===== src/rtl/cmsi_pkg.sv =====
package cmsi_pkg;

    localparam int GRID   = 15;
    localparam int DIR_W  = 16;
    localparam int FACE_W = 3;
    // Quotient bits needed to hold 0..GRID.
    localparam int Q_W    = $clog2(GRID + 1);
    // Divisor 2*max reaches 2^16, so it needs 17 bits.
    localparam int DIV_W  = DIR_W + 1;
    // Remainder stays below 2^Q_W * divisor.
    localparam int REM_W  = Q_W + DIV_W - 1;

    localparam logic [FACE_W-1:0] FACE_PX = 3'd0;
    localparam logic [FACE_W-1:0] FACE_NX = 3'd1;
    localparam logic [FACE_W-1:0] FACE_PY = 3'd2;
    localparam logic [FACE_W-1:0] FACE_NY = 3'd3;
    localparam logic [FACE_W-1:0] FACE_PZ = 3'd4;
    localparam logic [FACE_W-1:0] FACE_NZ = 3'd5;

    localparam logic [Q_W-1:0] IDX_MAX = Q_W'(GRID - 1);

    typedef struct packed {
        logic [FACE_W-1:0] face;
        logic              degenerate;
        logic [DIV_W-1:0]  div;
        logic [REM_W-1:0]  rem_u;
        logic [REM_W-1:0]  rem_v;
        logic [Q_W-1:0]    q_u;
        logic [Q_W-1:0]    q_v;
    } t_cell_data;

endpackage


===== src/rtl/cmsi_front.sv =====
module cmsi_front (
    input  logic                                i_clk,
    input  logic                                i_rst_n,
    input  logic                                i_valid,
    output logic                                o_ready,
    input  logic signed [cmsi_pkg::DIR_W-1:0]   i_dir_x,
    input  logic signed [cmsi_pkg::DIR_W-1:0]   i_dir_y,
    input  logic signed [cmsi_pkg::DIR_W-1:0]   i_dir_z,
    output logic                                o_valid,
    input  logic                                i_ready,
    output cmsi_pkg::t_cell_data                o_data
);
    import cmsi_pkg::*;

    logic [DIR_W:0]    ax, ay, az, m;
    logic [DIR_W-1:0]  lead, cu, cv;
    logic [FACE_W-1:0] face_base, face;
    logic              zero;
    logic [DIR_W+1:0]  sum_u, sum_v;
    t_cell_data        n_data;
    logic              r_valid;
    t_cell_data        r_data;
    logic              advance;

    function automatic logic [DIR_W:0] abs_val(input logic [DIR_W-1:0] v);
        logic [DIR_W:0] s;
        s = {v[DIR_W-1], v};
        return s[DIR_W] ? (~s + 1'b1) : s;
    endfunction

    always_comb begin
        ax = abs_val(i_dir_x);
        ay = abs_val(i_dir_y);
        az = abs_val(i_dir_z);
        zero = (ax == '0) && (ay == '0) && (az == '0);
        // Settle ties x before y before z.
        if (ax >= ay && ax >= az) begin
            m = ax; lead = i_dir_x; face_base = FACE_PX; cu = i_dir_y; cv = i_dir_z;
        end else if (ay >= az) begin
            m = ay; lead = i_dir_y; face_base = FACE_PY; cu = i_dir_x; cv = i_dir_z;
        end else begin
            m = az; lead = i_dir_z; face_base = FACE_PZ; cu = i_dir_x; cv = i_dir_y;
        end
        face = face_base | FACE_W'(lead[DIR_W-1]);
        // c + m is never negative; keep the low bits.
        sum_u = {{2{cu[DIR_W-1]}}, cu} + {1'b0, m};
        sum_v = {{2{cv[DIR_W-1]}}, cv} + {1'b0, m};

        n_data.face       = zero ? FACE_PX : face;
        n_data.degenerate = zero;
        n_data.div        = {m[DIR_W-1:0], 1'b0};
        n_data.rem_u      = REM_W'(sum_u[DIR_W:0]) * REM_W'(GRID);
        n_data.rem_v      = REM_W'(sum_v[DIR_W:0]) * REM_W'(GRID);
        n_data.q_u        = '0;
        n_data.q_v        = '0;
    end

    assign advance = !r_valid || i_ready;
    assign o_ready = advance;
    assign o_valid = r_valid;
    assign o_data  = r_data;

    always_ff @(posedge i_clk) begin
        if (!i_rst_n) begin
            r_valid <= 1'b0;
        end else if (advance) begin
            r_valid <= i_valid;
        end
    end

    always_ff @(posedge i_clk) begin
        if (advance && i_valid) begin
            r_data <= n_data;
        end
    end

endmodule


===== src/rtl/cmsi_div_cell.sv =====
module cmsi_div_cell (
    input  logic                  i_clk,
    input  logic                  i_rst_n,
    input  logic                  i_valid,
    output logic                  o_ready,
    input  cmsi_pkg::t_cell_data  i_data,
    output logic                  o_valid,
    input  logic                  i_ready,
    output cmsi_pkg::t_cell_data  o_data
);
    import cmsi_pkg::*;

    logic [REM_W-1:0] div_top;
    logic             take_u, take_v;
    logic [REM_W-1:0] diff_u, diff_v;
    t_cell_data       n_data;
    logic             r_valid;
    t_cell_data       r_data;
    logic             advance;

    // One restoring step per lane: compare against the divisor at the top
    // quotient position, subtract on a hit, then shift the remainder up.
    always_comb begin
        div_top = {i_data.div, {(Q_W - 1){1'b0}}};
        take_u  = i_data.rem_u >= div_top;
        take_v  = i_data.rem_v >= div_top;
        diff_u  = take_u ? (i_data.rem_u - div_top) : i_data.rem_u;
        diff_v  = take_v ? (i_data.rem_v - div_top) : i_data.rem_v;

        n_data       = i_data;
        n_data.rem_u = {diff_u[REM_W-2:0], 1'b0};
        n_data.rem_v = {diff_v[REM_W-2:0], 1'b0};
        n_data.q_u   = {i_data.q_u[Q_W-2:0], take_u};
        n_data.q_v   = {i_data.q_v[Q_W-2:0], take_v};
    end

    assign advance = !r_valid || i_ready;
    assign o_ready = advance;
    assign o_valid = r_valid;
    assign o_data  = r_data;

    always_ff @(posedge i_clk) begin
        if (!i_rst_n) begin
            r_valid <= 1'b0;
        end else if (advance) begin
            r_valid <= i_valid;
        end
    end

    always_ff @(posedge i_clk) begin
        if (advance && i_valid) begin
            r_data <= n_data;
        end
    end

endmodule


===== src/rtl/cube_map_sector_index.sv =====
// Cube map face and grid index lookup.
//
// Input channel: i_valid / o_ready with the direction vector on i_dir_x,
// i_dir_y and i_dir_z (signed, one common scale). Output channel:
// o_valid / i_ready with o_face, o_index_u, o_index_v and o_degenerate.
// A transfer happens on a rising edge with valid and ready both high.
//
// The front cell picks the face of the largest magnitude (ties go x, then
// y, then z) and forms GRID*(c+max) for the two other components. A chain
// of Q_W identical divide cells then resolves one quotient bit per cycle,
// unless held by a stall, against the divisor 2*max, both lanes side by
// side. The last cell's register is the output register; the clamp to
// GRID-1 sits behind it.
// An item passes the front register, then the Q_W cell registers, and one
// transfer is taken every cycle while the receiver does not stall. Each cell
// advances when it is empty or its successor takes its data, so a stalled
// receiver only holds the filled cells while empty cells upstream keep
// accepting. Reset empties every cell; no item is in flight afterwards. An
// all-zero vector gives face 0, indices 0 and o_degenerate high.
module cube_map_sector_index (
    input  logic                                i_clk,
    input  logic                                i_rst_n,
    input  logic                                i_valid,
    output logic                                o_ready,
    input  logic signed [cmsi_pkg::DIR_W-1:0]   i_dir_x,
    input  logic signed [cmsi_pkg::DIR_W-1:0]   i_dir_y,
    input  logic signed [cmsi_pkg::DIR_W-1:0]   i_dir_z,
    output logic                                o_valid,
    input  logic                                i_ready,
    output logic [cmsi_pkg::FACE_W-1:0]         o_face,
    output logic [cmsi_pkg::Q_W-1:0]            o_index_u,
    output logic [cmsi_pkg::Q_W-1:0]            o_index_v,
    output logic                                o_degenerate
);
    import cmsi_pkg::*;

    // Handshake and data between neighboring cells; entry 0 is the front.
    logic       valid_c [Q_W+1];
    logic       ready_c [Q_W+1];
    t_cell_data data_c  [Q_W+1];
    t_cell_data last;

    cmsi_front u_front (
        .i_clk   (i_clk),
        .i_rst_n (i_rst_n),
        .i_valid (i_valid),
        .o_ready (o_ready),
        .i_dir_x (i_dir_x),
        .i_dir_y (i_dir_y),
        .i_dir_z (i_dir_z),
        .o_valid (valid_c[0]),
        .i_ready (ready_c[0]),
        .o_data  (data_c[0])
    );

    for (genvar k = 0; k < Q_W; k++) begin : g_cell
        cmsi_div_cell u_cell (
            .i_clk   (i_clk),
            .i_rst_n (i_rst_n),
            .i_valid (valid_c[k]),
            .o_ready (ready_c[k]),
            .i_data  (data_c[k]),
            .o_valid (valid_c[k+1]),
            .i_ready (ready_c[k+1]),
            .o_data  (data_c[k+1])
        );
    end

    assign ready_c[Q_W] = i_ready;
    assign last         = data_c[Q_W];
    assign o_valid      = valid_c[Q_W];

    // Clamp a component at plus the maximum down to the last column/row;
    // force zero indices for the all-zero vector.
    always_comb begin
        o_face       = last.face;
        o_degenerate = last.degenerate;
        if (last.degenerate) begin
            o_index_u = '0;
            o_index_v = '0;
        end else begin
            o_index_u = (last.q_u > IDX_MAX) ? IDX_MAX : last.q_u;
            o_index_v = (last.q_v > IDX_MAX) ? IDX_MAX : last.q_v;
        end
    end

    a_reset_empty: assert property (@(posedge i_clk)
        !i_rst_n |=> !o_valid)
        else $error("output valid right after reset");

    a_face_range: assert property (@(posedge i_clk) disable iff (!i_rst_n)
        o_valid |-> (o_face <= FACE_NZ))
        else $error("face code out of range");

    a_index_range: assert property (@(posedge i_clk) disable iff (!i_rst_n)
        o_valid |-> (o_index_u <= IDX_MAX && o_index_v <= IDX_MAX))
        else $error("grid index beyond clamp");

    a_degenerate_zero: assert property (@(posedge i_clk) disable iff (!i_rst_n)
        (o_valid && o_degenerate) |->
            (o_face == FACE_PX && o_index_u == '0 && o_index_v == '0))
        else $error("degenerate result carries nonzero fields");

    a_pipe_ready: assert property (@(posedge i_clk) disable iff (!i_rst_n)
        !valid_c[0] |-> o_ready)
        else $error("front cell empty but input not ready");

endmodule


===== config.mk =====
export PLATFORM = sky130hd
export DESIGN_NAME = cube_map_sector_index
export DESIGN_NICKNAME = d
export VERILOG_FILES = /design/src/rtl/cmsi_pkg.sv /design/src/rtl/cmsi_front.sv /design/src/rtl/cmsi_div_cell.sv /design/src/rtl/cube_map_sector_index.sv
export SDC_FILE = /design/constraint.sdc
export NUM_CORES = 1
export LEC_CHECK = 0
export ABC_AREA = 1
export BUFFER_PORTS_ARGS = -buffer_cell sky130_fd_sc_hd__buf_2
export CAP_MARGIN = 20
export CORE_MARGIN = 4
export CORE_UTILIZATION = 25
export CTS_CLUSTER_SIZE = 14
export DETAILED_ROUTE_END_ITERATION = 10
export PLACE_DENSITY_LB_ADDON = 0.3
export SYNTH_ARGS = -nofsm -noshare
export SYNTH_HDL_FRONTEND = slang
export SYNTH_SLANG_ARGS = --single-unit

===== constraint.sdc =====
create_clock -name i_clk -period 23.3 [get_ports i_clk]
set_input_delay 5.825 -clock i_clk [delete_from_list [all_inputs] [get_ports i_clk]]
set_output_delay 5.825 -clock i_clk [all_outputs]
set_load 0.02 [all_outputs]

==> impl_results.md, run 1 <==
* Status: complete, no violations
* CTS tree: yes
* Final Cell Area at 24100 um2
* Io pins at 66
* CP max stage cell: nand2_1
* First-pass GRT wire length at 87200 um
* # clock sinks at 257
* Rel. slew slack at 30.1%
* Total die area at 90600 um2
* Worst setup path start: i_dir_z[0]
* Final hold vios at 0
* Startpoint types: primary input
* Starting DRT DRC Count at 860
* Fillcell total at 9177
* Yosys reg bits at 257
* Async S/R FF share, synth at 0%
* Dpl hpwl at 46400 um
* Crit Path Max Fanout at 33
* Unrepaired setup endpoints after global routing: false
* IO buf count at 65
* Setup Skew at 10.8 ps
* Area delta synth->final at 12.1%
* N_diodes at 0
* Nets at 2924
* Max Cap Viol at 0
* Placed instance area at 23200 um2
* Grt ovf at 0
* Die X at 301 um
* Final Wtd Congestion at 0.924
* Crit. End Element: flip-flop
* Synth Cell Area at 21500 um2
* Cell count after synthesis at 2491
* TritonCTS Buffers at 26
* Post-synth EDFFs at 252
* CTS H-Tree Depth at 1
* Share of cells above drive strength 1 at 8.37%
* PostCTS Resize Cnt at 0
* Clock root buffer: clkbuf_16
* Starting Density at 25.2%
* Max-slew violation count at 0
* Hold Crit Start: g_cell[1].u_cell.o_data[1]
* Worst-Margin Slew at 1040 ps
* Syn Area/Cell at 8.62 um2
* Reg2reg start: g_cell[0].u_cell.o_data[49]
* Fmax at 65.5 MHz
* Synth Flop Type: edfxtp_1
* Vias per cell at 4.35
* Skew-Pair Late Insertion Delay at 530 ps
* Vias at 16223
* Arr. time, crit path at 15540 ps
* Routed length per instance at 14.8 um
* CTS Hold Buffers Added at 0
* Share of the yosys chip area belonging to registers at 35.7%
* Die height at 301 um
* Final Cycle Share at 65.5%
* Largest net degree at the start of global routing at 61
* Core area at 85100 um2
* CTS clk-pin slew, worst paths at 60 ps
* Worst R2R Setup Slack at 19290 ps
* Synth Warn # at 0
* Hold Crit Class: flip-flop to flip-flop
* Row cnt at 107
* WL final at 55300 um
* Final ANT Viol Nets at 0
* Final setup fails at 0
* Final TNS setup at 0 ps
* Largest incremental delay on the critical path at 990 ps
* Util after Layout at 28.3%
* Drt drc at 0
* Min Hold Slack at 417 ps
* Post-CTS Setup Bufs at 0
* Number of global-route vias before repair at 15758
* Unique cell type count in the Yosys netlist at 61
* Req. time, crit path at 23580 ps
* DR pass1 iterations at 5
* Min Tclk post-route at 15270 ps
* Overall Global Routing Usage at 12.1%
* Setup CP Type: primary input to flip-flop
* Initial antenna violation count at 0
* Worst-case clock buffer depth at 3
per-stage QoR:
step | worst slack [ps] | instances
2_1_floorplan | 9760 | 2495
5_1_grt | 7160 | 3726
6_report | 8030 | 3726
3_3_place_gp | 7600 | 3681
3_5_place_dp | 7570 | 3682
4_1_cts | 8110 | 3725
worst paths after layout:
path | cells after the start | end
setup / recovery | 45 | u_front.o_data[27]
hold / removal | 0 | g_cell[2].u_cell.o_data[2]
setup reg to reg | 17 | g_cell[1].u_cell.o_data[35]
hold reg to reg | 0 | g_cell[2].u_cell.o_data[2]
logic make-up after synthesis:
family,Yosys count,share of synthesized area (%)
simple gates,820,16.8
compound gates,466,12.1
fa+ha+maj,310,19.9
mux,3,0.157
flops,257,35.7
xor+xnor,167,6.94
other cells,2,0.0350
buf+inv,466,8.29
metal layers:
metal / part of all wire (%) / vias to the layer above / global-route usage [%]
met1: 48 / 7334 / 16.8
met4: 2.3 / 0 / 3.18
li1: - / 8489 / -
met3: 4.1 / 66 / 1.03
met5: 0 / - / 0
met2: 46 / 334 / 20.4
flip-flops by register name, summed over array words and instances (netlist names):
register	cells
u_front.o_data	60
g_cell.u_cell.o_valid	4
u_front.o_valid	1
g_cell.u_cell.o_data	192
critical path: cells and delay by family:
kind	cells	cell delay [ps]
compound gates	13	2350
simple gates	15	3330
xor+xnor	3	580
fa+ha+maj	5	1980
buf+inv	9	1470
cells in the mapped netlist, types with 6 or more instances:
master      n  area [um2]
o21ai_1     6        30.0
nand2_2    24         150
a31oi_1     8        50.1
a211oi_1    6        45.0
clkbuf_1   24        90.1
a21o_1      7        52.6
ha_1      250        3130
xnor2_1    49         429
nand2_4     9         101
nand4_1    25         156
fa_1       55        1100
nand3_1   117         586
nor2_2      9        56.3
edfxtp_1  252        7570
nand2_1   385        1450
xor2_1    116        1020
nor3_1     13        65.1
nor2_1    200         751
o21ai_0   112         561
o31ai_1     6        45.0
inv_2      22        82.6
nor4_1     15        93.8
o21bai_1   27         203
buf_2       9        45.0
a21oi_1   256        1280
inv_1     404        1520
o211ai_1    8        60.1
area by class of cell:
type / instances / area [um2] / area share, %
multi-input cells: 1772 / 12100 / 50.2
well taps: 1144 / 1430 / 5.95
flip-flops and latches: 257 / 7670 / 31.9
clock inverters: 13 / 149 / 0.619
inverters: 428 / 1610 / 6.68
repair buffers: 82 / 450 / 1.87
clock buffers: 30 / 687 / 2.85
cells in the final DEF (no fill, tap or decap), types with 4 or more instances in the layout:
cell       count
a211oi_1       6
a21boi_1       5
a21o_1         7
a21oi_1      256
a31oi_1        8
buf_2         66
buf_4         16
clkbuf_16     27
clkinv_1       5
conb_1         6
dfxtp_1        5
edfxtp_1     252
fa_1          55
ha_1         250
inv_1        402
inv_2         24
maj3_1         5
nand2_1      385
nand2_2       24
nand2_4        9
nand3_1      117
nand3_2        4
nand3b_1       4
nand4_1       25
nor2_1       198
nor2_2         9
nor2_4         6
nor3_1        13
nor4_1        15
o211ai_1       8
o21a_1         5
o21ai_0      110
o21ai_1        6
o21bai_1      27
o31ai_1        6
xnor2_1       49
xor2_1       116
Power of run 1 is left out: the tool's default activity adds up to more than one toggle a clock period on the data nets, which glitch-free logic cannot reach.
==> run 2: changes to the inputs <==
- clock period: 23.3 -> 14.65 ns (I/O delays scaled with it)
==> run 2 against run 1 <==
Compared with the run above:
- cell area up 0.53%
- utilization up 0.15 points
- hold slack worse by 1.2 ps
- routed wire length down 0.81%
- clock skew down 0.70 ps
- critical path depth down 1
- register-to-register slack worse by 8600 ps
- clock-buffer cell count up 5
- via count about the same
- sequential cell count unchanged
- non-clock buffer count unchanged
==> impl_results.md, run 2 (same netlist as run 1, synthesis figures left out) <==
* Clock root buffer: clkbuf_16
* Number of global-route vias before repair at 16016
* Worst-case clock buffer depth at 3
* Dpl hpwl at 46100 um
* Setup Skew at 10.1 ps
* Util after Layout at 28.4%
* Unrepaired setup endpoints after global routing: false
* Fmax at 81.1 MHz
* Setup CP Type: primary input to flip-flop
* Total die area at 90600 um2
* Starting DRT DRC Count at 795
* Skew-Pair Late Insertion Delay at 550 ps
* Crit Path Max Fanout at 21
* Final Cell Area at 24200 um2
* Final hold vios at 0
* TritonCTS Buffers at 30
* Min Tclk post-route at 12330 ps
* Final Cycle Share at 84.2%
* Arr. time, crit path at 12630 ps
* Commonest non-fill, non-tap cell in the layout: inv_1
* Largest incremental delay on the critical path at 830 ps
* Overall Global Routing Usage at 12.1%
* Final ANT Viol Nets at 0
* Post-CTS Setup Bufs at 0
* PostCTS Resize Cnt at 0
* Vias at 16210
* Worst Reg-to-Reg Cells at 17
* CTS tree: yes
* First-pass GRT wire length at 87100 um
* Hold Crit Depth at 0
* Crit. End Element: flip-flop
* Starting Density at 25.2%
* CP max stage cell: o21ai_0
* Die X at 301 um
* Drt drc at 0
* CTS Hold Buffers Added at 0
* Routed length per instance at 14.7 um
* Req. time, crit path at 14950 ps
* CTS clk-pin slew, worst paths at 50 ps
* Area delta synth->final at 12.7%
* Vias per cell at 4.34
* Row cnt at 107
* N_diodes at 0
* Hold Crit Class: flip-flop to flip-flop
* Final Wtd Congestion at 0.944
* Io pins at 66
* Die height at 301 um
* Max-slew violation count at 0
* DR pass1 iterations at 5
* Max Cap Viol at 0
* Startpoint types: primary input
* # clock sinks at 257
* WL final at 54800 um
* Final TNS setup at 0 ps
* Most frequent cells in the layout: 402 x inv_1, 385 x nand2_1, 256 x a21oi_1
* Max FFs per register at 192
* Rel. slew slack at 31.2%
* IO buf count at 65
* Largest net degree at the start of global routing at 61
* Placed instance area at 23200 um2
* Final setup fails at 0
* Status: complete, no violations
* Share of cells above drive strength 1 at 8.53%
* Grt ovf at 0
* Nets at 2928
* CTS H-Tree Depth at 1
* Initial antenna violation count at 1
* Core area at 85100 um2
* Worst-Margin Slew at 1020 ps
run 2: cell count changes in the layout (fill, tap and decap cells not counted):
| cell | before | now |
|---|---|---|
| clkbuf_16 | 27 | 31 |
| buf_2 | 66 | 65 |
| clkbuf_1 | 3 | 4 |
| clkinv_2 | 3 | 4 |
| clkinv_4 | 1 | 2 |
| buf_4 | 16 | 17 |
| clkinv_1 | 5 | 9 |
| clkinvlp_4 | 2 | 1 |
run 2: per-layer routing:
metal	GRT usage [%]	vias to the layer above	routed length, um
met5	0	-	0
met4	2.88	0	1150
met3	1.75	67	2720
met2	20.8	330	25500
met1	16.1	7315	25500
li1	-	8498	-
run 2: final timing paths:
check / end / slack (ps) / from
setup / recovery: u_front.o_data[27] / 2320 / i_dir_z[0]
hold / removal: g_cell[2].u_cell.o_data[67] / 420 / g_cell[1].u_cell.o_data[67]
setup reg to reg: g_cell[1].u_cell.o_data[40] / 10710 / g_cell[0].u_cell.o_data[49]
hold reg to reg: g_cell[2].u_cell.o_data[67] / 420 / g_cell[1].u_cell.o_data[67]
run 2: final cells by class:
type,instances,area [um2]
multi-input cells,1772,12100
repair buffers,82,453
clock inverters,18,170
inverters,428,1610
fillers,9252,61000
well taps,1144,1430
clock buffers,35,791
flip-flops and latches,257,7670
run 2: stage by stage:
stage,hold WS (ps),cells,setup WS [ps]
2_1_floorplan,400,2495,3270
3_3_place_gp,403,3683,1760
3_5_place_dp,405,3683,1820
4_1_cts,418,3736,2400
5_1_grt,419,3736,1540
6_report,416,3736,2320
run 2: critical path, delay by kind of cell:
family | cells | cell delay, ps
AO/OA/AOI/OAI | 18 | 3790
XOR/XNOR | 4 | 1020
buffers and inverters | 9 | 1110
adder cells (fa/ha/maj) | 6 | 2100
AND/OR/NAND/NOR | 7 | 900
Power of run 2 is left out for the same reason.
